**config.mk**
```make
export PLATFORM = sky130hd
export DESIGN_NAME = brfc_back
export DESIGN_NICKNAME = d
export VERILOG_FILES = /design/src/design/brfc_pkg.sv /design/src/design/brfc_back.sv
export SDC_FILE = /design/constraint.sdc
export NUM_CORES = 1
export LEC_CHECK = 0
export BUFFER_PORTS_ARGS = -buffer_cell sky130_fd_sc_hd__buf_2
export CAP_MARGIN = 15
export CORE_AREA = 2 2 136 138
export DETAILED_ROUTE_END_ITERATION = 16
export DIE_AREA = 0 0 138 140
export GPL_ROUTABILITY_DRIVEN = 1
export REMOVE_ABC_BUFFERS = 1
export SYNTH_ARGS = -nofsm -noshare
export SYNTH_HDL_FRONTEND = slang
export SYNTH_SLANG_ARGS = --single-unit
```
**constraint.sdc**
```tcl
create_clock -name clock -period 4 [get_ports clock]
set_clock_uncertainty 0.05 [all_clocks]
set_input_delay 1.2 -clock clock [delete_from_list [all_inputs] [get_ports clock]]
set_output_delay 1.2 -clock clock [all_outputs]
set_load 0.03 [all_outputs]
```
**src/design/brfc_pkg.sv**
```systemverilog
// shared types, constants and crc function for the bus request frame checker
package brfc_pkg;

   localparam int TELEMETRY_FRAME_LEN = 8;
   localparam int MENU_FRAME_LEN = 9;
   localparam int WINDOW_DEPTH = 9;
   localparam int BRFC_QUEUE_DEPTH = 2;

   localparam logic [7:0] HDR_START = 8'h3d;
   localparam logic [7:0] HDR_ANSWER = 8'h01;
   localparam logic [15:0] CRC_POLY_REFL = 16'h8408;
   localparam logic [7:0] TELEMETRY_ID_RESET = 8'h3a;
   localparam logic [7:0] MENU_ID_RESET = 8'h3b;

   localparam int CSR_INDEX_W = 1;
   localparam logic [CSR_INDEX_W-1:0] CSR_TELEMETRY_ID = 1'd0;
   localparam logic [CSR_INDEX_W-1:0] CSR_MENU_ID = 1'd1;

   localparam logic [1:0] STATUS_NONE = 2'd0;
   localparam logic [1:0] STATUS_TELEMETRY = 2'd1;
   localparam logic [1:0] STATUS_MENU = 2'd2;
   localparam logic [1:0] STATUS_CRC_ERROR = 2'd3;

   localparam int COUNT_W = 4;
   localparam logic [COUNT_W-1:0] COUNT_MAX = 4'd15;

   typedef logic [WINDOW_DEPTH-1:0][7:0] window_type;

   typedef struct packed {
      window_type window;
      logic       telemetry_long;
      logic       menu_long;
   } brfc_job_type;

   function automatic logic [15:0] crc_step(input logic [15:0] crc, input logic [7:0] b);
      logic [15:0] c;
      c = crc ^ {8'h00, b};
      for (int k = 0; k < 8; k++) begin
         if (c[0]) begin
            c = (c >> 1) ^ CRC_POLY_REFL;
         end else begin
            c = c >> 1;
         end
      end
      return c;
   endfunction

endpackage

```
**src/design/brfc_back.sv**
```systemverilog
// back end: byte-serial crc walk, frame decision and result register
module brfc_back
   import brfc_pkg::*;
(
   input  logic         clock,
   input  logic         reset,
   input  logic         job_valid,
   input  brfc_job_type job,
   output logic         job_pop,
   input  logic [7:0]   telemetry_request_id,
   input  logic [7:0]   menu_request_id,
   output logic         rsp_empty,
   input  logic         rsp_pop,
   output logic [1:0]   rsp_status,
   output logic [7:0]   rsp_packet_id,
   output logic [3:0]   rsp_buttons_pressed
);

   localparam logic [1:0] ST_IDLE = 2'd0;
   localparam logic [1:0] ST_CRC = 2'd1;
   localparam logic [1:0] ST_DONE = 2'd2;
   localparam int WIN_IDX_W = $clog2(WINDOW_DEPTH);
   localparam logic [2:0] LAST_STEP = 3'(MENU_FRAME_LEN - 3);

   logic [1:0]    state_ff;
   logic [1:0]    state_in;
   logic [2:0]    step_ff;
   logic [2:0]    step_in;
   brfc_job_type  job_ff;
   logic [15:0]   crc_t_ff;
   logic [15:0]   crc_t_in;
   logic [15:0]   crc_m_ff;
   logic [15:0]   crc_m_in;
   logic          rsp_valid_ff;
   logic          rsp_valid_in;
   logic [1:0]    status_ff;
   logic [7:0]    packet_id_ff;
   logic [3:0]    buttons_ff;
   logic [1:0]    status_in;
   logic [7:0]    packet_id_in;
   logic [3:0]    buttons_in;
   logic [7:0]    cur_byte;
   logic          t_hdr;
   logic          t_ok;
   logic          m_hdr;
   logic          m_ok;
   window_type    w;

   assign w = job_ff.window;
   assign cur_byte = w[WIN_IDX_W'(step_ff)];
   assign job_pop = (state_ff == ST_IDLE) && job_valid && !rsp_valid_ff;

   always_comb begin
      t_hdr = job_ff.telemetry_long && w[1] == HDR_START && w[2] == HDR_ANSWER
              && w[3] == 8'(TELEMETRY_FRAME_LEN) && w[5] == telemetry_request_id;
      t_ok = t_hdr && w[7] == crc_t_ff[7:0] && w[8] == crc_t_ff[15:8];
      m_hdr = job_ff.menu_long && w[0] == HDR_START && w[1] == HDR_ANSWER
              && w[2] == 8'(MENU_FRAME_LEN) && w[4] == menu_request_id;
      m_ok = m_hdr && w[7] == crc_m_ff[7:0] && w[8] == crc_m_ff[15:8];
      status_in = STATUS_NONE;
      packet_id_in = '0;
      buttons_in = '0;
      if (t_ok) begin
         status_in = STATUS_TELEMETRY;
         packet_id_in = w[4];
      end else if (m_ok) begin
         status_in = STATUS_MENU;
         packet_id_in = w[3];
         buttons_in = ~w[6][7:4];
      end else if (t_hdr || m_hdr) begin
         status_in = STATUS_CRC_ERROR;
      end
   end

   always_comb begin
      state_in = state_ff;
      step_in = step_ff;
      crc_t_in = crc_t_ff;
      crc_m_in = crc_m_ff;
      rsp_valid_in = rsp_valid_ff && !rsp_pop;
      case (state_ff)
         ST_IDLE: begin
            if (job_pop) begin
               state_in = ST_CRC;
               step_in = '0;
               crc_t_in = '0;
               crc_m_in = '0;
            end
         end
         ST_CRC: begin
            crc_m_in = crc_step(crc_m_ff, cur_byte);
            if (step_ff != '0) begin
               crc_t_in = crc_step(crc_t_ff, cur_byte);
            end
            step_in = step_ff + 1'b1;
            if (step_ff == LAST_STEP) begin
               state_in = ST_DONE;
            end
         end
         ST_DONE: begin
            rsp_valid_in = 1'b1;
            state_in = ST_IDLE;
         end
         default: begin
            state_in = ST_IDLE;
         end
      endcase
   end

   always_ff @(posedge clock) begin
      if (job_pop) begin
         job_ff <= job;
      end
      step_ff <= step_in;
      crc_t_ff <= crc_t_in;
      crc_m_ff <= crc_m_in;
      if (state_ff == ST_DONE) begin
         status_ff <= status_in;
         packet_id_ff <= packet_id_in;
         buttons_ff <= buttons_in;
      end
   end

   always_ff @(posedge clock) begin
      if (reset) begin
         state_ff <= ST_IDLE;
         rsp_valid_ff <= 1'b0;
      end else begin
         state_ff <= state_in;
         rsp_valid_ff <= rsp_valid_in;
      end
   end

   assign rsp_empty = !rsp_valid_ff;
   assign rsp_status = status_ff;
   assign rsp_packet_id = packet_id_ff;
   assign rsp_buttons_pressed = buttons_ff;

endmodule
```
==> reports/qor.log, run 1 <==
qor: final_layout.finalNetCount 626
qor: detailed_routing.route.detailed.wl_per_inst 20.4 um
qor: critical_path.setup.worst_path.end job_pop
qor: detailed_routing.drt_pre_antenna_iters 5
qor: logic_synthesis.synthDominantCellAreaShare 60.2%
qor: final_layout.postLayoutCellArea 7520 um2
qor: clocking.cts_tree yes
qor: clocking.cts_root_buf clkbuf_16
qor: critical_path.timing.setup.critical_path_class primary input to primary output
qor: sta.min_period_over_period 77.3%
qor: logic_synthesis.synth_area 6140 um2
qor: die.dieArea 19300 um2
qor: logic_synthesis.number_of_synthesis_warnings 0
qor: global_route.groute.usage.overall 16.6%
qor: critical_path.r2r_slack 1.22 ns
qor: final_layout.utilization 42.3%
qor: final_layout.layout.cells.most_common edfxtp_1
qor: clocking.cts.hold.buffers_added 0
qor: logic_synthesis.netlist_top_cells_area edfxtp_1 (60%), xnor2_1 (5.8%), mux2i_1 (4.4%)
qor: die.coreArea 17800 um2
qor: logic_synthesis.synth_seq_cells 126
qor: critical_path.setup.worst_path.end_class primary output
qor: final_layout.antenna_diode_instance_count 0
qor: final_layout.final_cell_count_no_fill 771
qor: logic_synthesis.synth.area.mux_share 9.90%
qor: sta.timing.final.max_slew_violations 0
qor: final_layout.seq_area 3750 um2
qor: detailed_routing.detail-route-antenna-nets 0
qor: logic_synthesis.synth-async-reset-ratio 0%
qor: detailed_routing.num_vias 3945
qor: status.status complete, no violations
qor: die.die_y 140 um
qor: final_layout.mostFrequentLayoutCells edfxtp_1 (123), buf_2 (109), xnor2_1 (41), mux2i_1 (27)
qor: global_route.grt_first_pass_wirelength 23.6 mm
qor: critical_path.critPathMaxFanout 3
qor: detailed_routing.drc 0
qor: global_route.number_of_antenna_violations_at_the_first_check_in_global_routing 0
qor: final_layout.flow.area_growth_from_synthesis 22.5%
qor: critical_path.critical_path.reg2reg.endpoint crc_m_ff[3]
qor: placement.dp_worst_setup_slack 0.880 ns
qor: placement.placedInstanceArea 6950 um2
qor: min_path.worstHoldStart rsp_valid_ff
qor: critical_path.count_of_cells_along_the_worst_register_to_register_path 4
qor: die.design.portCount 110
qor: placement.dp_hpwl 11.6 mm
qor: clocking.cts.repair_timing.setup_buffer_count 0
qor: final_layout.multi_input_comb_area 2300 um2
qor: min_path.hold_path_class register to register
qor: logic_synthesis.area_share_of_and_or_nand_nor_cells_after_synthesis 10.0%
qor: sta.worstMarginPinSlew 0.977 ns
qor: sta.maxClockFrequency 323 MHz
qor: sta.grt_setup_unrepaired false
qor: clocking.cts-resized-gates 0
qor: sta.worst_slack 0.908 ns
qor: sta.setup_tns 0 ns
qor: clocking.number_of_buffers_created_by_cts 17
qor: clocking.cts.path.max_buffers 2
qor: detailed_routing.detail_route.vias_per_cell 5.12
qor: power.pnr_total_power 4.33 mW
qor: global_route.maximum_number_of_pins_on_one_net_before_global_route_repair 76
qor: die.floorplan.die.width 138 um
qor: logic_synthesis.synth_compound_area_share 4.28%
qor: logic_synthesis.synth-edff-count 123
qor: detailed_routing.initialDrtViolationCount 306
qor: sta.period_needed 3.09 ns
qor: logic_synthesis.synth_fa_ha_area_share 0.611%
qor: die.start_util 34.5%
qor: clocking.clk_pin_slew_worst_paths 0.05 ns
qor: placement.numPlacedInstances 739
qor: logic_synthesis.area_leader_netlist edfxtp_1
qor: power.power.ir.vdd_worst 338 uV
qor: sta.max_slew_margin 34.9%
qor: power.leakagePower 2.91 nW
qor: clocking.worst_skew_pair.late_latency 0.42 ns
qor: global_route.first_global_vias 3961
qor: sta.timing.final.setup_violations 0
qor: clocking.cts_num_sinks 126
qor: detailed_routing.drt-total-wl 15.7 mm
qor: critical_path.critical_path.startpoint_type primary input
qor: sta.report.final.hold_viol_count 0
qor: final_layout.final_layout_size_suffix_gt1_share 29.0%
qor: placement.placement.io_buffers 109
qor: critical_path.cp_required 2.75 ns
qor: global_route.gr-total-overflow 0
qor: logic_synthesis.synth_area_per_cell 15.1 um2
qor: critical_path.critical_path.reg2reg.startpoint step_ff[2]
qor: final_layout.num-fill-cells 1649
qor: power.power.density_cell_area 576 nW/um2
qor: clocking.cts_max_level 4
qor: sta.timing.hold.ws 0.438 ns
qor: logic_synthesis.synth_top_family_by_area XOR/XNOR gates
qor: job.max-cap-violations 0
qor: critical_path.crit_arrival 1.84 ns
qor: placement.gp_congestion 0.848
qor: logic_synthesis.synth_xor_xnor_area_share 12.7%
qor: logic_synthesis.synthesis.instances 407
qor: logic_synthesis.yosysUniqueCellTypes 46
qor: critical_path.timing.critical_path.from job_valid
qor: logic_synthesis.seq_area_frac_synth 61.1%
qor: die.rows 49
qor: logic_synthesis.dominantRegCellSynth edfxtp_1
## logic make-up (layout without fill, tap and decap cells)
group                      count (synthesis)  count (layout)
DFF                                      126             126
and+or+nand+nor                          110             110
xor gates and xnor gates                  73              73
muxes                                     44              44
AOI/OAI and AO/OA                         34              34
buffers and inverters                     17             152
adders and majority gates                  3               3
## how the worst min path moves through the flow
| stage | slack [ns] | end | cells past startpoint |
|---|---|---|---|
| final | 0.44 | rsp_valid_ff | 2 |
| after CTS | 0.44 | rsp_valid_ff | 2 |
| after detailed placement | 0.43 | rsp_valid_ff | 2 |
| after global placement | 0.42 | rsp_valid_ff | 2 |
| after global routing | 0.47 | rsp_valid_ff | 2 |
| after floorplan | 0.41 | rsp_valid_ff | 2 |
## sequential cells by signal, summed over array words and instances, names as in the netlist
name                 flops
rsp_buttons_pressed      4
step_ff                  3
crc_t_ff                16
rsp_packet_id            8
job_ff                  74
rsp_valid_ff             1
rsp_status               2
state_ff                 2
crc_m_ff                16
## where the power goes
| part | switching [mW] | leakage [nW] | internal, mW |
|---|---|---|---|
| logic | 0.490 | 1.39 | 0.521 |
| clock network | 0.587 | 0.266 | 0.913 |
| registers | 0.159 | 1.25 | 1.66 |
## synthesized netlist by cell type, types with 8 or more instances
master,count
xnor3_1,10
edfxtp_1,123
nor3_1,10
nand2b_1,14
xor2_1,22
nand4_1,8
mux2i_1,27
nor2b_1,8
nand2_1,17
a22o_1,10
nor2_1,22
o21ai_0,9
xnor2_1,41
mux4_1,8
## critical path, cell delays in order
cell     delay [ns]
buf_2          0.09
nand3_1        0.19
inv_2          0.15
buf_2          0.21
## per-layer routing
| metal | vias up | wire (um) | track usage (%) |
|---|---|---|---|
| met5 | - | 0 | 0 |
| met4 | 0 | 246 | 5.85 |
| met3 | 21 | 1230 | 4.79 |
| met2 | 175 | 7200 | 25.4 |
| met1 | 1941 | 7040 | 22.7 |
| li1 | 1808 | - | - |
## area by class of cell
| class | count | share of cell area [%] |
|---|---|---|
| sequential | 126 | 49.9 |
| multi-input combinational | 264 | 30.6 |
| timing repair buffer | 115 | 7.85 |
| clock buffer | 18 | 5.71 |
| tap | 229 | 3.81 |
| clock inverter | 14 | 1.90 |
| inverter | 5 | 0.250 |
(Power assumes the default switching activity.)
==> run 2: changes to the inputs <==
- clock period: 4 -> 3.15 ns (I/O delays scaled with it)
==> reports/qor.log, run 2 (synthesis results as in run 1) <==
qor: clocking.worst_skew_pair.late_latency 0.43 ns [about the same]
qor: global_route.maximum_number_of_pins_on_one_net_before_global_route_repair 76 [unchanged]
qor: sta.timing.final.setup_violations 0 [unchanged]
qor: die.floorplan.die.width 138 um [unchanged]
qor: critical_path.crit_arrival 1.66 ns [-0.18 ns]
qor: final_layout.num-fill-cells 1648 [-0.061%]
qor: die.rows 49 [unchanged]
qor: critical_path.setup.worst_path.end_class primary output
qor: placement.dp_worst_setup_slack 0.456 ns [-0.424 ns]
qor: power.power.ir.vdd_worst 500 uV [+48%]
qor: power.power.density_cell_area 740 nW/um2 [+28%]
qor: critical_path.critical_path.startpoint_type primary input
qor: global_route.number_of_antenna_violations_at_the_first_check_in_global_routing 0 [unchanged]
qor: detailed_routing.detail_route.vias_per_cell 5.04 [-1.5%]
qor: critical_path.count_of_cells_along_the_worst_register_to_register_path 4 [unchanged]
qor: clocking.cts_max_level 4 [unchanged]
qor: critical_path.timing.critical_path.from job_valid
qor: sta.timing.final.max_slew_violations 0 [unchanged]
qor: critical_path.timing.setup.critical_path_class primary input to primary output
qor: sta.period_needed 2.66 ns
qor: clocking.number_of_buffers_created_by_cts 17 [unchanged]
qor: final_layout.largest_register job_ff
qor: detailed_routing.route.detailed.wl_per_inst 20.4 um [+0.27%]
qor: die.dieArea 19300 um2 [unchanged]
qor: sta.worst_slack 0.492 ns [-0.416 ns]
qor: clocking.cts.path.max_buffers 2 [unchanged]
qor: clocking.clk_pin_slew_worst_paths 0.06 ns [about the same]
qor: sta.maxClockFrequency 376 MHz
qor: clocking.cts_num_sinks 126 [unchanged]
qor: die.start_util 34.5% [unchanged]
qor: status.status complete, no violations
qor: clocking.cts.hold.buffers_added 0 [unchanged]
qor: sta.min_period_over_period 84.4%
qor: clocking.cts_tree yes
qor: global_route.groute.usage.overall 16.6% [+0.026 points]
qor: sta.report.final.hold_viol_count 0 [unchanged]
qor: sta.worstMarginPinSlew 0.963 ns [-0.0137 ns]
qor: die.coreArea 17800 um2 [unchanged]
qor: die.design.portCount 110 [unchanged]
qor: critical_path.cp_required 2.15 ns [-0.60 ns]
qor: final_layout.finalNetCount 631 [+0.80%]
qor: global_route.gr-total-overflow 0 [unchanged]
qor: placement.gp_congestion 0.858 [+1.2%]
qor: detailed_routing.initialDrtViolationCount 340 [+11%]
qor: final_layout.antenna_diode_instance_count 0 [unchanged]
qor: sta.max_slew_margin 35.8% [+0.91 points]
qor: final_layout.layout.cells.most_common edfxtp_1
qor: min_path.worstHoldStart rsp_valid_ff
qor: detailed_routing.drc 0 [unchanged]
qor: power.leakagePower 2.96 nW [+1.6%]
qor: detailed_routing.drt-total-wl 15.9 mm [+0.92%]
qor: final_layout.seq_area 3750 um2 [unchanged]
qor: global_route.grt_first_pass_wirelength 24.1 mm [+1.8%]
qor: placement.dp_hpwl 11.6 mm [+0.27%]
qor: clocking.cts_root_buf clkbuf_16
qor: critical_path.critical_path.reg2reg.startpoint step_ff[2]
qor: final_layout.largest_register_ff_count 74 [unchanged]
qor: job.max-cap-violations 0 [unchanged]
qor: detailed_routing.drt_pre_antenna_iters 5 [unchanged]
qor: sta.grt_setup_unrepaired false
qor: detailed_routing.num_vias 3911 [-0.86%]
qor: global_route.first_global_vias 4133 [+4.3%]
qor: min_path.whs_path_depth 2 [unchanged]
qor: detailed_routing.detail-route-antenna-nets 0 [unchanged]
qor: placement.placement.io_buffers 109 [unchanged]
qor: clocking.cts-resized-gates 0 [unchanged]
qor: die.die_y 140 um [unchanged]
qor: final_layout.multi_input_comb_area 2300 um2 [unchanged]
qor: final_layout.reg.largest.list job_ff x74, crc_m_ff x16, crc_t_ff x16
qor: final_layout.mostFrequentLayoutCells edfxtp_1 (123), buf_2 (109), xnor2_1 (41), mux2i_1 (27)
qor: final_layout.flow.area_growth_from_synthesis 23.6%
qor: sta.setup_tns 0 ns [unchanged]
qor: min_path.hold_path_class register to register
qor: final_layout.final_layout_size_suffix_gt1_share 30.0% [+1.0 points]
qor: clocking.cts.repair_timing.setup_buffer_count 0 [unchanged]
qor: critical_path.critPathMaxFanout 3 [unchanged]
==> run 2: per-layer routing <==
metal | vias up | GRT usage, % | share of wire (%)
li1 | 1808 | - | -
met1 | 1937 | 22.7 | 46
met2 | 139 | 25.6 | 47
met3 | 27 | 4.75 | 5.4
met4 | 0 | 5.96 | 1.9
met5 | - | 0 | 0
==> run 2: final timing paths <==
path / end / slack (ns)
max: job_pop / 0.49
min: rsp_valid_ff / 0.44
max reg2reg: crc_t_ff[3] / 0.53
min reg2reg: rsp_valid_ff / 0.44
==> run 2: layout make-up <==
cell class	instances	share of cell area [%]
flip-flops and latches	126	49.4
multi-input cells	264	30.3
repair buffers	120	8.27
clock buffers	17	5.60
well taps	229	3.77
clock inverters	15	2.34
inverters	5	0.247
==> run 2: power by group <==
| part | internal, mW | switching, mW | total, mW |
|---|---|---|---|
| logic | 0.671 | 0.619 | 1.29 |
| clock network | 1.19 | 0.825 | 2.02 |
| registers | 2.11 | 0.200 | 2.31 |
==> run 2: critical path, cell delays in order <==
cell and delay [ns]:
buf_2 0.08, nand3_1 0.27, inv_2 0.16, buf_2 0.21
==> run 2: metrics by stage <==
stage	instance area (um2)	power [mW]	utilization [%]	hold WS (ns)	std cells
2_1_floorplan	6070	3.25	-	0.406	395
3_3_place_gp	6990	3.60	39.3	0.418	744
3_5_place_dp	6990	3.62	39.3	0.426	744
4_1_cts	7590	5.65	42.7	0.442	776
5_1_grt	7590	5.85	42.7	0.492	776
6_report	7590	5.61	42.7	0.442	776
